===== src/hw/rtl/ddo_pkg.sv =====
// Shared constants, codes and helper functions for the odometry block.
// No dependencies.
package ddo_pkg;

  localparam int CORDIC_STEPS  = 24;
  localparam int POS_FRAC_BITS = 24;
  localparam int STEP_W        = $clog2(CORDIC_STEPS);
  localparam int POS_W         = 48;
  localparam int CW            = 34;
  localparam int ZW            = 33;
  localparam int DIST_SH       = 33 - POS_FRAC_BITS;
  localparam int CM_W          = 56;

  localparam logic signed [CW-1:0] INV_GAIN = 34'sd652032874;
  localparam logic [31:0] HEAD_FINISH = 32'h4000_0000;
  localparam logic [31:0] HEAD_BACK   = 32'hC000_0000;
  localparam logic signed [POS_W-1:0] Y_FINISH = POS_W'(5) <<< POS_FRAC_BITS;
  localparam logic [15:0] FULL_CIRCLE = 16'd36000;

  localparam logic [1:0] OP_TICK   = 2'd0;
  localparam logic [1:0] OP_FINISH = 2'd1;
  localparam logic [1:0] OP_BACK   = 2'd2;

  localparam logic REG_DIST = 1'b0;
  localparam logic REG_TURN = 1'b1;

  function automatic logic [31:0] atan_turn(input logic [4:0] i);
    logic [31:0] r;
    case (i)
      5'd0:  r = 32'd536870912;
      5'd1:  r = 32'd316933406;
      5'd2:  r = 32'd167458907;
      5'd3:  r = 32'd85004756;
      5'd4:  r = 32'd42667331;
      5'd5:  r = 32'd21354465;
      5'd6:  r = 32'd10679838;
      5'd7:  r = 32'd5340245;
      5'd8:  r = 32'd2670163;
      5'd9:  r = 32'd1335087;
      5'd10: r = 32'd667544;
      5'd11: r = 32'd333772;
      5'd12: r = 32'd166886;
      5'd13: r = 32'd83443;
      5'd14: r = 32'd41722;
      5'd15: r = 32'd20861;
      5'd16: r = 32'd10430;
      5'd17: r = 32'd5215;
      5'd18: r = 32'd2608;
      5'd19: r = 32'd1304;
      5'd20: r = 32'd652;
      5'd21: r = 32'd326;
      5'd22: r = 32'd163;
      5'd23: r = 32'd81;
      5'd24: r = 32'd41;
      5'd25: r = 32'd20;
      5'd26: r = 32'd10;
      5'd27: r = 32'd5;
      5'd28: r = 32'd3;
      5'd29: r = 32'd1;
      5'd30: r = 32'd1;
      default: r = 32'd0;
    endcase
    return r;
  endfunction

  function automatic logic signed [POS_W-1:0] sat_pos(input logic signed [POS_W+5:0] v);
    logic signed [POS_W-1:0] r;
    if (v > $signed({7'd0, {(POS_W-1){1'b1}}})) begin
      r = {1'b0, {(POS_W-1){1'b1}}};
    end else if (v < -$signed({6'd0, 1'b1, {(POS_W-1){1'b0}}})) begin
      r = {1'b1, {(POS_W-1){1'b0}}};
    end else begin
      r = v[POS_W-1:0];
    end
    return r;
  endfunction

  function automatic logic signed [23:0] clamp_cm(input logic signed [CM_W-1:0] v);
    logic signed [23:0] r;
    if (v > 56'sd8388607) begin
      r = 24'sh7FFFFF;
    end else if (v < -56'sd8388608) begin
      r = 24'sh800000;
    end else begin
      r = v[23:0];
    end
    return r;
  endfunction

endpackage


===== src/hw/rtl/diff_drive_odometry.sv =====
// Tick: from transaction to result it passes 32 serial multiply steps, a prep step,
// the CORDIC micro-rotations, serial scaling, then update and output formatting.
// Finish and go-back events pass through output formatting only. One item at a time; the next input is
// taken as soon as the result is in the output register; a stalled result adds its stall.
// Synchronous reset clears pose, stored counts, registers and handshake state.
module diff_drive_odometry (
  input  logic               clk,
  input  logic               rst,
  input  logic               in_valid,
  output logic               in_stall,
  input  logic [1:0]         op,
  input  logic signed [31:0] left_count,
  input  logic signed [31:0] right_count,
  output logic               out_valid,
  input  logic               out_stall,
  output logic signed [23:0] x_cm,
  output logic signed [23:0] y_cm,
  output logic [15:0]        heading_centideg,
  output logic               accepted,
  input  logic               cfg_we,
  input  logic               cfg_index,
  input  logic [31:0]        cfg_data
);

  localparam logic [2:0] S_IDLE  = 3'd0;
  localparam logic [2:0] S_MUL   = 3'd1;
  localparam logic [2:0] S_PREP  = 3'd2;
  localparam logic [2:0] S_CORD  = 3'd3;
  localparam logic [2:0] S_SCALE = 3'd4;
  localparam logic [2:0] S_UPD   = 3'd5;
  localparam logic [2:0] S_FIN1  = 3'd6;
  localparam logic [2:0] S_FIN2  = 3'd7;

  logic [2:0] state;
  logic [31:0] dist_per_count;
  logic [31:0] turn_per_count;
  logic signed [ddo_pkg::POS_W-1:0] pos_x;
  logic signed [ddo_pkg::POS_W-1:0] pos_y;
  logic [31:0] heading;
  logic [31:0] prev_left;
  logic [31:0] prev_right;
  logic finished_flag;

  logic [31:0] cur_left;
  logic [31:0] cur_right;
  logic [4:0] cnt;
  logic [32:0] tacc;
  logic [32:0] tdiff;
  logic [31:0] tbits;
  logic [65:0] dprod;
  logic [32:0] msum;
  logic sneg;
  logic [ddo_pkg::POS_W-1:0] mag;
  logic acc;
  logic signed [ddo_pkg::CM_W-1:0] cx;
  logic signed [ddo_pkg::CM_W-1:0] cy;
  logic [47:0] hprod;

  logic [31:0] dl;
  logic [31:0] dr;
  logic [32:0] diff;
  logic [32:0] sum;
  logic [33:0] dsum;
  logic [63:0] drnd;
  logic [63:0] dmag;
  logic cord_start;
  logic cord_done;
  logic signed [ddo_pkg::CW-1:0] cos_v;
  logic signed [ddo_pkg::CW-1:0] sin_v;
  logic scale_start;
  logic sx_done;
  logic sy_done;
  logic signed [52:0] dx;
  logic signed [52:0] dy;
  logic signed [ddo_pkg::POS_W+5:0] nx;
  logic signed [ddo_pkg::POS_W+5:0] ny;
  logic signed [ddo_pkg::CM_W-1:0] px;
  logic signed [ddo_pkg::CM_W-1:0] py;
  logic signed [ddo_pkg::CM_W-1:0] vx;
  logic signed [ddo_pkg::CM_W-1:0] vy;
  logic [47:0] hrnd;

  assign in_stall = (state != S_IDLE);

  assign dl   = left_count - prev_left;
  assign dr   = prev_right - right_count;
  assign diff = {dr[31], dr} - {dl[31], dl};
  assign sum  = {dl[31], dl} + {dr[31], dr};
  assign dsum = dprod[65:32] + (dprod[0] ? {1'b0, msum} : 34'd0);
  assign drnd = dprod[63:0] + (64'd1 << (ddo_pkg::DIST_SH - 1));
  assign dmag = drnd >> ddo_pkg::DIST_SH;

  assign cord_start  = (state == S_PREP);
  assign scale_start = (state == S_CORD) && cord_done;

  assign nx = {{6{pos_x[ddo_pkg::POS_W-1]}}, pos_x} + {dx[52], dx};
  assign ny = {{6{pos_y[ddo_pkg::POS_W-1]}}, pos_y} + {dy[52], dy};
  assign px = {{8{pos_x[ddo_pkg::POS_W-1]}}, pos_x};
  assign py = {{8{pos_y[ddo_pkg::POS_W-1]}}, pos_y};
  assign vx = (cx + (56'sd1 <<< (ddo_pkg::POS_FRAC_BITS - 1))) >>> ddo_pkg::POS_FRAC_BITS;
  assign vy = (cy + (56'sd1 <<< (ddo_pkg::POS_FRAC_BITS - 1))) >>> ddo_pkg::POS_FRAC_BITS;
  assign hrnd = hprod + 48'h8000_0000;

  ddo_cordic u_cordic (
    .clk     (clk),
    .rst     (rst),
    .start   (cord_start),
    .ang     (heading + tacc[32:1]),
    .done    (cord_done),
    .cos_out (cos_v),
    .sin_out (sin_v)
  );

  ddo_scale u_scale_x (
    .clk   (clk),
    .rst   (rst),
    .start (scale_start),
    .mag   (mag),
    .neg   (sneg),
    .comp  (cos_v),
    .done  (sx_done),
    .delta (dx)
  );

  ddo_scale u_scale_y (
    .clk   (clk),
    .rst   (rst),
    .start (scale_start),
    .mag   (mag),
    .neg   (sneg),
    .comp  (sin_v),
    .done  (sy_done),
    .delta (dy)
  );

  always_ff @(posedge clk) begin
    if (rst) begin
      state          <= S_IDLE;
      dist_per_count <= '0;
      turn_per_count <= '0;
      pos_x          <= '0;
      pos_y          <= '0;
      heading        <= '0;
      prev_left      <= '0;
      prev_right     <= '0;
      finished_flag  <= 1'b0;
      out_valid      <= 1'b0;
    end else begin
      if (cfg_we) begin
        case (cfg_index)
          ddo_pkg::REG_DIST: dist_per_count <= cfg_data;
          ddo_pkg::REG_TURN: turn_per_count <= cfg_data;
          default: ;
        endcase
      end
      if (out_valid && !out_stall && (state != S_FIN2)) begin
        out_valid <= 1'b0;
      end
      case (state)
        S_IDLE: begin
          if (in_valid) begin
            if (op == ddo_pkg::OP_TICK) begin
              cur_left  <= left_count;
              cur_right <= right_count;
              tacc      <= '0;
              tdiff     <= diff;
              tbits     <= turn_per_count;
              dprod     <= {34'd0, dist_per_count};
              msum      <= sum[32] ? 33'(-sum) : sum;
              sneg      <= sum[32];
              cnt       <= '0;
              acc       <= 1'b1;
              state     <= S_MUL;
            end else if (op == ddo_pkg::OP_FINISH && !finished_flag) begin
              pos_x         <= '0;
              pos_y         <= ddo_pkg::Y_FINISH;
              heading       <= ddo_pkg::HEAD_FINISH;
              prev_left     <= '0;
              prev_right    <= '0;
              finished_flag <= 1'b1;
              acc           <= 1'b1;
              state         <= S_FIN1;
            end else if (op == ddo_pkg::OP_BACK && finished_flag) begin
              pos_x         <= '0;
              pos_y         <= '0;
              heading       <= ddo_pkg::HEAD_BACK;
              prev_left     <= '0;
              prev_right    <= '0;
              finished_flag <= 1'b0;
              acc           <= 1'b1;
              state         <= S_FIN1;
            end else begin
              acc   <= 1'b0;
              state <= S_FIN1;
            end
          end
        end
        S_MUL: begin
          tacc  <= (tacc << 1) + (tbits[31] ? tdiff : 33'd0);
          tbits <= tbits << 1;
          dprod <= {1'b0, dsum, dprod[31:1]};
          cnt   <= cnt + 1'b1;
          if (cnt == 5'd31) begin
            state <= S_PREP;
          end
        end
        S_PREP: begin
          mag   <= (dmag > 64'h8000_0000_0000) ? 48'h8000_0000_0000 : dmag[47:0];
          state <= S_CORD;
        end
        S_CORD: begin
          if (cord_done) begin
            state <= S_SCALE;
          end
        end
        S_SCALE: begin
          if (sx_done && sy_done) begin
            state <= S_UPD;
          end
        end
        S_UPD: begin
          pos_x      <= ddo_pkg::sat_pos(nx);
          pos_y      <= ddo_pkg::sat_pos(ny);
          heading    <= heading + tacc[31:0];
          prev_left  <= cur_left;
          prev_right <= cur_right;
          state      <= S_FIN1;
        end
        S_FIN1: begin
          cx    <= (px <<< 6) + (px <<< 5) + (px <<< 2);
          cy    <= (py <<< 6) + (py <<< 5) + (py <<< 2);
          hprod <= heading * ddo_pkg::FULL_CIRCLE;
          state <= S_FIN2;
        end
        S_FIN2: begin
          if (!out_valid || !out_stall) begin
            x_cm             <= ddo_pkg::clamp_cm(vx);
            y_cm             <= ddo_pkg::clamp_cm(vy);
            heading_centideg <= (hrnd[47:32] >= ddo_pkg::FULL_CIRCLE) ? 16'd0 : hrnd[47:32];
            accepted         <= acc;
            out_valid        <= 1'b1;
            state            <= S_IDLE;
          end
        end
        default: state <= S_IDLE;
      endcase
    end
  end

endmodule


===== src/hw/rtl/ddo_cordic.sv =====
// Iterative rotation CORDIC, one micro-rotation per cycle, quadrant fold.
// Depends on ddo_pkg.
module ddo_cordic (
  input  logic                          clk,
  input  logic                          rst,
  input  logic                          start,
  input  logic [31:0]                   ang,
  output logic                          done,
  output logic signed [ddo_pkg::CW-1:0] cos_out,
  output logic signed [ddo_pkg::CW-1:0] sin_out
);

  logic signed [ddo_pkg::CW-1:0] x;
  logic signed [ddo_pkg::CW-1:0] y;
  logic signed [ddo_pkg::ZW-1:0] z;
  logic [1:0] q;
  logic [ddo_pkg::STEP_W-1:0] cnt;
  logic run;
  logic [31:0] a;
  logic signed [ddo_pkg::CW-1:0] xs;
  logic signed [ddo_pkg::CW-1:0] ys;
  logic signed [ddo_pkg::ZW-1:0] at;

  assign a  = ang + 32'h2000_0000;
  assign xs = x >>> cnt;
  assign ys = y >>> cnt;
  assign at = $signed({1'b0, ddo_pkg::atan_turn(5'(cnt))});

  always_ff @(posedge clk) begin
    if (rst) begin
      run  <= 1'b0;
      done <= 1'b0;
    end else begin
      done <= 1'b0;
      if (start) begin
        x   <= ddo_pkg::INV_GAIN;
        y   <= '0;
        z   <= $signed({3'd0, a[29:0]}) - 33'sd536870912;
        q   <= a[31:30];
        cnt <= '0;
        run <= 1'b1;
      end else if (run) begin
        if (!z[ddo_pkg::ZW-1]) begin
          x <= x - ys;
          y <= y + xs;
          z <= z - at;
        end else begin
          x <= x + ys;
          y <= y - xs;
          z <= z + at;
        end
        cnt <= cnt + 1'b1;
        if (cnt == ddo_pkg::STEP_W'(ddo_pkg::CORDIC_STEPS - 1)) begin
          run  <= 1'b0;
          done <= 1'b1;
        end
      end
    end
  end

  always_comb begin
    case (q)
      2'd0: begin
        cos_out = x;
        sin_out = y;
      end
      2'd1: begin
        cos_out = -y;
        sin_out = x;
      end
      2'd2: begin
        cos_out = -x;
        sin_out = -y;
      end
      default: begin
        cos_out = y;
        sin_out = -x;
      end
    endcase
  end

endmodule


===== src/hw/rtl/ddo_scale.sv =====
// Bit-serial scaling of a distance magnitude by a Q30 direction component.
// Depends on ddo_pkg.
module ddo_scale (
  input  logic                          clk,
  input  logic                          rst,
  input  logic                          start,
  input  logic [ddo_pkg::POS_W-1:0]     mag,
  input  logic                          neg,
  input  logic signed [ddo_pkg::CW-1:0] comp,
  output logic                          done,
  output logic signed [52:0]            delta
);

  logic [64:0] hp;
  logic [48:0] lp;
  logic [31:0] hi;
  logic [15:0] lo;
  logic [32:0] mbits;
  logic [5:0] cnt;
  logic run;
  logic rnd;
  logic sneg;
  logic [ddo_pkg::CW-1:0] cabs;
  logic [32:0] hsum;
  logic [16:0] lsum;
  logic [65:0] tot;

  assign cabs = comp[ddo_pkg::CW-1] ? 34'(-comp) : 34'(comp);
  assign hsum = {1'b0, hp[64:33]} + (mbits[0] ? {1'b0, hi} : 33'd0);
  assign lsum = {1'b0, lp[48:33]} + (mbits[0] ? {1'b0, lo} : 17'd0);
  assign tot  = {1'b0, hp} + {33'd0, lp[48:16]} + 66'd8192;

  always_ff @(posedge clk) begin
    if (rst) begin
      run  <= 1'b0;
      rnd  <= 1'b0;
      done <= 1'b0;
    end else begin
      done <= 1'b0;
      if (start) begin
        hp    <= '0;
        lp    <= '0;
        hi    <= mag[47:16];
        lo    <= mag[15:0];
        mbits <= cabs[32:0];
        sneg  <= neg ^ comp[ddo_pkg::CW-1];
        cnt   <= '0;
        run   <= 1'b1;
      end else if (run) begin
        hp    <= {hsum, hp[32:1]};
        lp    <= {lsum, lp[32:1]};
        mbits <= {1'b0, mbits[32:1]};
        cnt   <= cnt + 1'b1;
        if (cnt == 6'd32) begin
          run <= 1'b0;
          rnd <= 1'b1;
        end
      end else if (rnd) begin
        delta <= sneg ? -$signed({1'b0, tot[65:14]}) : $signed({1'b0, tot[65:14]});
        rnd   <= 1'b0;
        done  <= 1'b1;
      end
    end
  end

endmodule


===== config.mk =====
export PLATFORM = sky130hd
export DESIGN_NAME = diff_drive_odometry
export DESIGN_NICKNAME = d
export VERILOG_FILES = /design/src/hw/rtl/ddo_pkg.sv /design/src/hw/rtl/diff_drive_odometry.sv /design/src/hw/rtl/ddo_cordic.sv /design/src/hw/rtl/ddo_scale.sv
export SDC_FILE = /design/constraint.sdc
export NUM_CORES = 2
export LEC_CHECK = 0
export BUFFER_PORTS_ARGS = -buffer_cell sky130_fd_sc_hd__buf_4
export CELL_PAD_IN_SITES_DETAIL_PLACEMENT = 0
export CELL_PAD_IN_SITES_GLOBAL_PLACEMENT = 2
export CORE_UTILIZATION = 46
export DETAILED_ROUTE_END_ITERATION = 12
export PLACE_DENSITY = 0.95
export SLEW_MARGIN = 20
export SYNTH_ARGS = -nofsm -noshare
export SYNTH_HDL_FRONTEND = slang
export SYNTH_HIERARCHICAL = 1
export SYNTH_SLANG_ARGS = --single-unit

===== constraint.sdc =====
create_clock -name clk -period 40.9 [get_ports clk]
set_input_delay 8.18 -clock clk [delete_from_list [all_inputs] [get_ports clk]]
set_output_delay 8.18 -clock clk [all_outputs]
set_load 0.02 [all_outputs]

---- After elaboration in Yosys (flattened, before gate mapping) ----
Memories as Yosys holds them, arrays and structs flattened. A register that Yosys moved wholly into a read port is not among the register bits.
Index checks and enable logic that the tools add are counted.
cells by class
  add/sub/neg operators ................... 45
  multiply operators ...................... 1
  $lt $le $gt $ge ......................... 10
  equal/unequal tests ..................... 26
  shift-type cells ........................ 2
  mux-type cells .......................... 100
  bitwise logic cells ..................... 9
  reduce and logical (&&, ||, !) cells .... 43
operators by type and width
  kind                      number
  $mux W48                  11
  $mux W33                  13
  $mux W32                  13
  $pmux W32 S2              4
  $pmux W34 S3              2
  $pmux W48 S2              2
  $mux W34                  4
  $add A65 B33 Y66          2
  $add A66 B14 Y66 const B  2
  $mux W66                  2
  $pmux W66 S2              1
  $mux W65                  2
  $add A55 B50 Y56          2
  $add A56 B25 Y56 const B  2
  $add A54 B53 Y55          2
  $add A48 B53 Y54          2
  $gt A54 B48 Y1 const B    2
  $lt A54 B48 Y1 const B    2
  $neg A52 Y53              2
  $mux W52                  2
  $neg A33 Y33              3
  $mux W49                  2
  $add A34 B34 Y34          2
  $neg A34 Y34              2
  56 further kinds          153
storage, ports and cells
  bits in registers ....................... 1375
  memory bits (read-only) ................. 960
  input bits .............................. 104
  output and inout port bits .............. 67
  word-level logic and storage cells ...... 295
  memories kept ........................... 1
memories
  name              depth  width  rd ports  clocked after memory_dff  write ports  RTL line       RTL
  (name not given)  32     30     1         1                         0            ddo_pkg.sv:29  case (i)

---- Logic depth before layout (Yosys ltp) ----
  depth after elaboration ................. 7
  gate-level depth with buffers ........... 32

---- Modules after synthesis ----
The synthesis kept the hierarchy.
modules (own cells, without submodules)
  module               instances  cells each  area an instance (um^2)  sequential area each (um^2)
  diff_drive_odometry  1          6092        56922.1                  19038.3
  ddo_scale            2          1513        15787.6                  7236.9
  ddo_cordic           1          2524        20797.4                  3883.7

---- Worst setup path before layout ----
Ideal clock, no wire load.
  path kind ............................... input port to flip-flop
  start point ............................. in rst
  end point ............................... reg cur_left[0] (enable)
  library setup time ...................... 953 ps
  data arrival time ....................... 20850 ps
  data required time ...................... 39947 ps
  setup slack ............................. 19097 ps
  stages on the path ...................... 3
  path buffers ............................ 2
  cells stage by stage .................... clkbuf_1 clkbuf_1 nor4_1
between the ends
  longest elaborated chain between the ends .. 2
ends and longest elaborated chain
  what                         RTL line                    RTL
  from (decl)                  diff_drive_odometry.sv:8    input logic rst,
  $not A1 Y1 (no line)         --
  $reduce_and A4 Y1 (no line)  --
  to (signal assigned)         diff_drive_odometry.sv:163  cur_left <= left_count;
  to (decl)                    diff_drive_odometry.sv:44   logic [31:0] cur_left;
Every way passes these cells.
A chain may end at the register's enable or synchronous reset.

---- Worst setup path in the final report ----
  start point ............................. in left_count[0]
  end point ............................... reg msum[4], data pin
between the ends
  longest elaborated chain between the ends .. 4
ends and longest elaborated chain
  what                  RTL line                    RTL
  from (decl)           diff_drive_odometry.sv:12   input logic signed [31:0] left_count,
  $sub A32 B32 Y32 *    diff_drive_odometry.sv:85   assign dl = left_count - prev_left;
  $add A32 B32 Y33 *    diff_drive_odometry.sv:88   assign sum = {dl[31], dl} + {dr[31], dr};
  $neg A33 Y33          diff_drive_odometry.sv:169  msum <= sum[32] ? 33'(-sum) : sum;
  $mux W32 *            diff_drive_odometry.sv:169
  to (signal assigned)  diff_drive_odometry.sv:169
  to (decl)             diff_drive_odometry.sv:51   logic [32:0] msum;
Mark *: on every way between the ends. The rest lies on a longest branch, timed or not.

==> flow_summary.html <==
<table>
<tr><th>Metric</th><th>Value</th></tr>
<tr><th colspan="2">CTS</th></tr>
<tr><td>Post-CTS setup buffer count</td><td>0</td></tr>
<tr><td>Clock tree buffer depth</td><td>3</td></tr>
<tr><td>Post-cts repair resize count</td><td>0</td></tr>
<tr><td>Worst-skew pair later-pin latency</td><td>0.85 ns</td></tr>
<tr><td>Clock buffers created by TritonCTS</td><td>between 150 and 200</td></tr>
<tr><td>Sinks on Clock Net</td><td>about 1,300</td></tr>
<tr><td>CTS root buffer</td><td>sky130_fd_sc_hd__clkbuf_16</td></tr>
<tr><td>Clock transition at path regs</td><td>0.06 ns</td></tr>
<tr><td>Count of hold-fix buffers inserted at cts</td><td>0</td></tr>
<tr><td>Clock tree from TritonCTS</td><td>done</td></tr>
<tr><td>Clock H-tree levels</td><td>4</td></tr>
<tr><th colspan="2">Placement</th></tr>
<tr><td>Total cell area at the placement stage</td><td>~0.11 mm^2</td></tr>
<tr><td>Port Buffers</td><td>170</td></tr>
<tr><td>Weighted congestion reported at the end of routability-driven placement</td><td>0.944</td></tr>
<tr><td>Detailed-placement wirelength estimate</td><td>225 mm</td></tr>
<tr><th colspan="2">Critical path</th></tr>
<tr><td>Startpoint Class</td><td>input port</td></tr>
<tr><td>Critical path endpoint category</td><td>register</td></tr>
<tr><td>Type of the setup path with the least slack</td><td>in2reg</td></tr>
<tr><td>Critical path peak fanout</td><td>23</td></tr>
<tr><td>CP delay by family, top</td><td>compound AO/OA/AOI/OAI gates</td></tr>
<tr><td>Highest-delay cell along the critical path</td><td>sky130_fd_sc_hd__ha_1</td></tr>
<tr><td>Most used cell, CP</td><td>sky130_fd_sc_hd__o21ai_0</td></tr>
<tr><td>Count of buffering cells on the critical path with inverters included</td><td>6</td></tr>
<tr><td>Worst EP arrival</td><td>14.63 ns</td></tr>
<tr><td>Stage delay of the slowest cell on the critical path</td><td>0.47 ns</td></tr>
<tr><td>Worst Path Required</td><td>41.48 ns</td></tr>
<tr><td>Setup slack of the most critical reg-to-reg path</td><td>31.25 ns</td></tr>
<tr><th colspan="2">Floorplan</th></tr>
<tr><td>Die outline area</td><td>0.240 mm^2</td></tr>
<tr><td>Die width</td><td>between 400 and 500 um</td></tr>
<tr><td>Ports</td><td>171</td></tr>
<tr><td>Effective utilization at floorplan</td><td>46.4%</td></tr>
<tr><td>Number of placement rows</td><td>178</td></tr>
<tr><td>Die height</td><td>489 um</td></tr>
<tr><td>Placeable Area</td><td>0.236 mm^2</td></tr>
<tr><th colspan="2">Power and ir drop</th></tr>
<tr><td>Cell internal pwr</td><td>0.00385 W</td></tr>
<tr><td>Part of the total power dissipated in sequential elements</td><td>29.8%</td></tr>
<tr><td>Pwr/cell area</td><td>54.7 mW/mm^2</td></tr>
<tr><td>Total net switching power</td><td>0.00264 W</td></tr>
<tr><td>Sw frac</td><td>between 40 and 50%</td></tr>
<tr><td>Worst vdd ir</td><td>0.0429 mV</td></tr>
<tr><td>Leakage dissipation</td><td>48.6 nW</td></tr>
<tr><td>Portion of total power attributed to the clock network</td><td>23.9%</td></tr>
<tr><td>Comb power frac</td><td>46.4%</td></tr>
<tr><th colspan="2">STA</th></tr>
<tr><td>Slew at the pin with the worst max-slew slack</td><td>1.14 ns</td></tr>
<tr><td>Worst hold slack after final layout</td><td>~0.42 ns</td></tr>
<tr><td>Final hold vios</td><td>0</td></tr>
<tr><td>Final worst clock skew</td><td>approximately 0.054 ns</td></tr>
<tr><td>Worst relative slew slack</td><td>23.1%</td></tr>
<tr><td>Count of final max-slew check failures</td><td>0</td></tr>
<tr><td>Min Clock Period, post-route</td><td>14.05 ns</td></tr>
<tr><td>RSZ-0062 raised after global routing</td><td>no</td></tr>
<tr><td>Setup violation total in the final timing report</td><td>0</td></tr>
<tr><td>Final TNS setup</td><td>0 ns</td></tr>
<tr><td>Highest attainable clock frequency</td><td>71.2 MHz</td></tr>
<tr><td>Part of the cycle the worst path needs</td><td>34.4%</td></tr>
<tr><th colspan="2">Cells and area</th></tr>
<tr><td>Post-route cell area</td><td>0.119 mm^2</td></tr>
<tr><td>Share of post-route cells with drive strength above 1</td><td>under 10%</td></tr>
<tr><td>Final layout net count</td><td>12,800</td></tr>
<tr><td>Layout overhead on the synthesized area</td><td>8.60%</td></tr>
<tr><td>Multi-input logic area</td><td>around 0.068 mm^2</td></tr>
<tr><td>Fill cells</td><td>21,700</td></tr>
<tr><td>Footprint of the flip-flops and latches</td><td>0.0374 mm^2</td></tr>
<tr><th colspan="2">Synth</th></tr>
<tr><td>Synth Net Count</td><td>12,900</td></tr>
<tr><td>Number of storage elements in the synthesis netlist</td><td>roughly 1,300</td></tr>
<tr><td>Yosys synthesis warning count</td><td>6</td></tr>
<tr><td>Async set or reset register ratio after synthesis</td><td>0%</td></tr>
<tr><td>Post-synth design cell area</td><td>~0.11 mm^2</td></tr>
<tr><td>Top-area cell type share of the netlist area</td><td>between 20 and 30%</td></tr>
<tr><td>Sequential share of the synthesized area</td><td>between 30% and 40%</td></tr>
<tr><td>Dominant register cell in the synthesized netlist</td><td>sky130_fd_sc_hd__edfxtp_1</td></tr>
<tr><td>Leading cell type by number of instances after synthesis</td><td>sky130_fd_sc_hd__edfxtp_1</td></tr>
<tr><td>Syn_area_per_cell</td><td>9.39 um^2</td></tr>
<tr><td>Top cells by area in the synthesized netlist</td><td>sky130_fd_sc_hd__edfxtp_1 29%, sky130_fd_sc_hd__ha_1 11%, sky130_fd_sc_hd__dfxtp_1 5.5%</td></tr>
<tr><td>EDFF count, synth</td><td>1,046</td></tr>
<tr><td>Synthesized netlist cell count</td><td>between 10,000 and 15,000</td></tr>
<tr><td>Count of cell types in the netlist</td><td>153</td></tr>
<tr><td>Most frequent cells after synthesis</td><td>1,046 x sky130_fd_sc_hd__edfxtp_1, 1,030 x sky130_fd_sc_hd__nor2_1, 1,029 x sky130_fd_sc_hd__nand2_1</td></tr>
<tr><td>Most area-hungry cell type in the Yosys netlist</td><td>sky130_fd_sc_hd__edfxtp_1</td></tr>
<tr><th colspan="2">Detailed routing</th></tr>
<tr><td>Final ANT Viol Nets</td><td>0</td></tr>
<tr><td>Count of TritonRoute iterations in the first routing pass</td><td>7</td></tr>
<tr><td>Detailed-route DRC error count</td><td>0</td></tr>
<tr><td>Total Wirelength</td><td>295 mm</td></tr>
<tr><td>Number of violations reported at the end of detailed-routing iteration 0</td><td>between 6,000 and 7,000</td></tr>
<tr><td>Vias per std cell</td><td>5.86</td></tr>
<tr><td>Routed len/inst</td><td>19.9 um</td></tr>
<tr><td>Total number of vias</td><td>between 80,000 and 90,000</td></tr>
<tr><th colspan="2">Job</th></tr>
<tr><td>Number of max-cap violations</td><td>0</td></tr>
<tr><th colspan="2">Status</th></tr>
<tr><td>Status</td><td>finished clean</td></tr>
<tr><th colspan="2">GRT</th></tr>
<tr><td>Largest net degree at the start of global routing</td><td>151</td></tr>
<tr><td>Gr usage total</td><td>24.1%</td></tr>
<tr><td>Via count of the first global-routing pass</td><td>82,800</td></tr>
<tr><td>Wire length of the first global-routing pass</td><td>462 mm</td></tr>
<tr><td>Antenna violations before repair</td><td>7</td></tr>
<tr><td>Congestion Overflow GR</td><td>0</td></tr>
<tr><th colspan="2">Hold path</th></tr>
<tr><td>Class of the tightest hold or removal check</td><td>reg2reg</td></tr>
</table>
## final cells by class
| cell class | instances | area share [%] |
|---|---|---|
| inverters | 529 | 1.68 |
| repair buffers | 264 | 1.70 |
| diodes | 7 | 0.0148 |
| multi-input cells | 9234 | 56.9 |
| flip-flops and latches | 1345 | 31.5 |
| clock inverters | 98 | 1.25 |
| well taps | 3150 | 3.32 |
| clock buffers | 199 | 3.64 |
## layer usage
metal | track usage, % | up-vias | wire length (um) | share of wire [%]
met5 | 0 | - | 13 | 0.0044
met4 | 7.12 | 2 | 8580 | 2.9
met3 | 3.77 | 422 | 18600 | 6.3
met2 | 37.6 | 2418 | 130000 | 44
met1 | 34.1 | 41800 | 138000 | 47
li1 | - | 42300 | - | -
## placed cells by master, fill, tap and decap left out, types with 100 or more instances in the layout
cell,instances
sky130_fd_sc_hd__nor2_1,1029
sky130_fd_sc_hd__nor3_1,254
sky130_fd_sc_hd__fa_1,189
sky130_fd_sc_hd__a21oi_1,859
sky130_fd_sc_hd__nand2_1,1029
sky130_fd_sc_hd__nand3_1,228
sky130_fd_sc_hd__ha_1,980
sky130_fd_sc_hd__nand2b_1,129
sky130_fd_sc_hd__and2_1,239
sky130_fd_sc_hd__nor2b_1,222
sky130_fd_sc_hd__a31oi_1,107
sky130_fd_sc_hd__edfxtp_1,1046
sky130_fd_sc_hd__a22oi_1,105
sky130_fd_sc_hd__buf_4,260
sky130_fd_sc_hd__inv_1,521
sky130_fd_sc_hd__a221o_1,100
sky130_fd_sc_hd__nand4_1,128
sky130_fd_sc_hd__o21ai_0,560
sky130_fd_sc_hd__xnor2_1,620
sky130_fd_sc_hd__o21a_1,110
sky130_fd_sc_hd__and3_1,132
sky130_fd_sc_hd__dfxtp_1,299
sky130_fd_sc_hd__clkbuf_16,162
sky130_fd_sc_hd__xor2_1,438
sky130_fd_sc_hd__a21o_1,314
## kinds of logic after synthesis
logic type / synth area share (%)
buf+inv: 4.15
simple gates: 16.9
xor+xnor: 8.51
mux: 3.51
compound gates: 18.0
fa+ha+maj: 14.7
flops: 34.2
## power by group through the flow
stage,clock network [W],logic (W),registers [W]
floorplan,0,0.00234,0.00183
global placement,0,0.00291,0.00195
detailed placement,0,0.00296,0.00196
CTS,0.00159,0.00298,0.00193
global route,0.00163,0.00333,0.00194
finish,0.00155,0.00301,0.00193
## final timing paths
path / end / from / cells after the start
min: accepted / acc / 0
min reg2reg: accepted / acc / 0
max: msum[4] / left_count[0] / 32
max reg2reg: u_cordic/y[30] / u_cordic/cnt[1] / 21
## metrics by stage
stage,std cells,power (W),worst slack [ns],utilization (%)
detailed placement,14500,0.00491,26.01,47.9
global route,14800,0.00690,26.34,50.4
floorplan,11600,0.00417,19.10,-
global placement,14500,0.00486,26.01,47.9
CTS,14800,0.00649,26.85,50.4
finish,14800,0.00649,26.85,50.4
## registers in the layout (all words and copies together), names as in the netlist, 34 cells and up
name and count:
dprod 65, u_scale_x/hp 65, u_scale_y/hp 65, u_scale_x/delta 53
u_scale_y/delta 53, mag 48, pos_x 48, pos_y 48
u_cordic/x 34, u_cordic/y 34
Note: power is estimated with default switching activity, not from simulation.
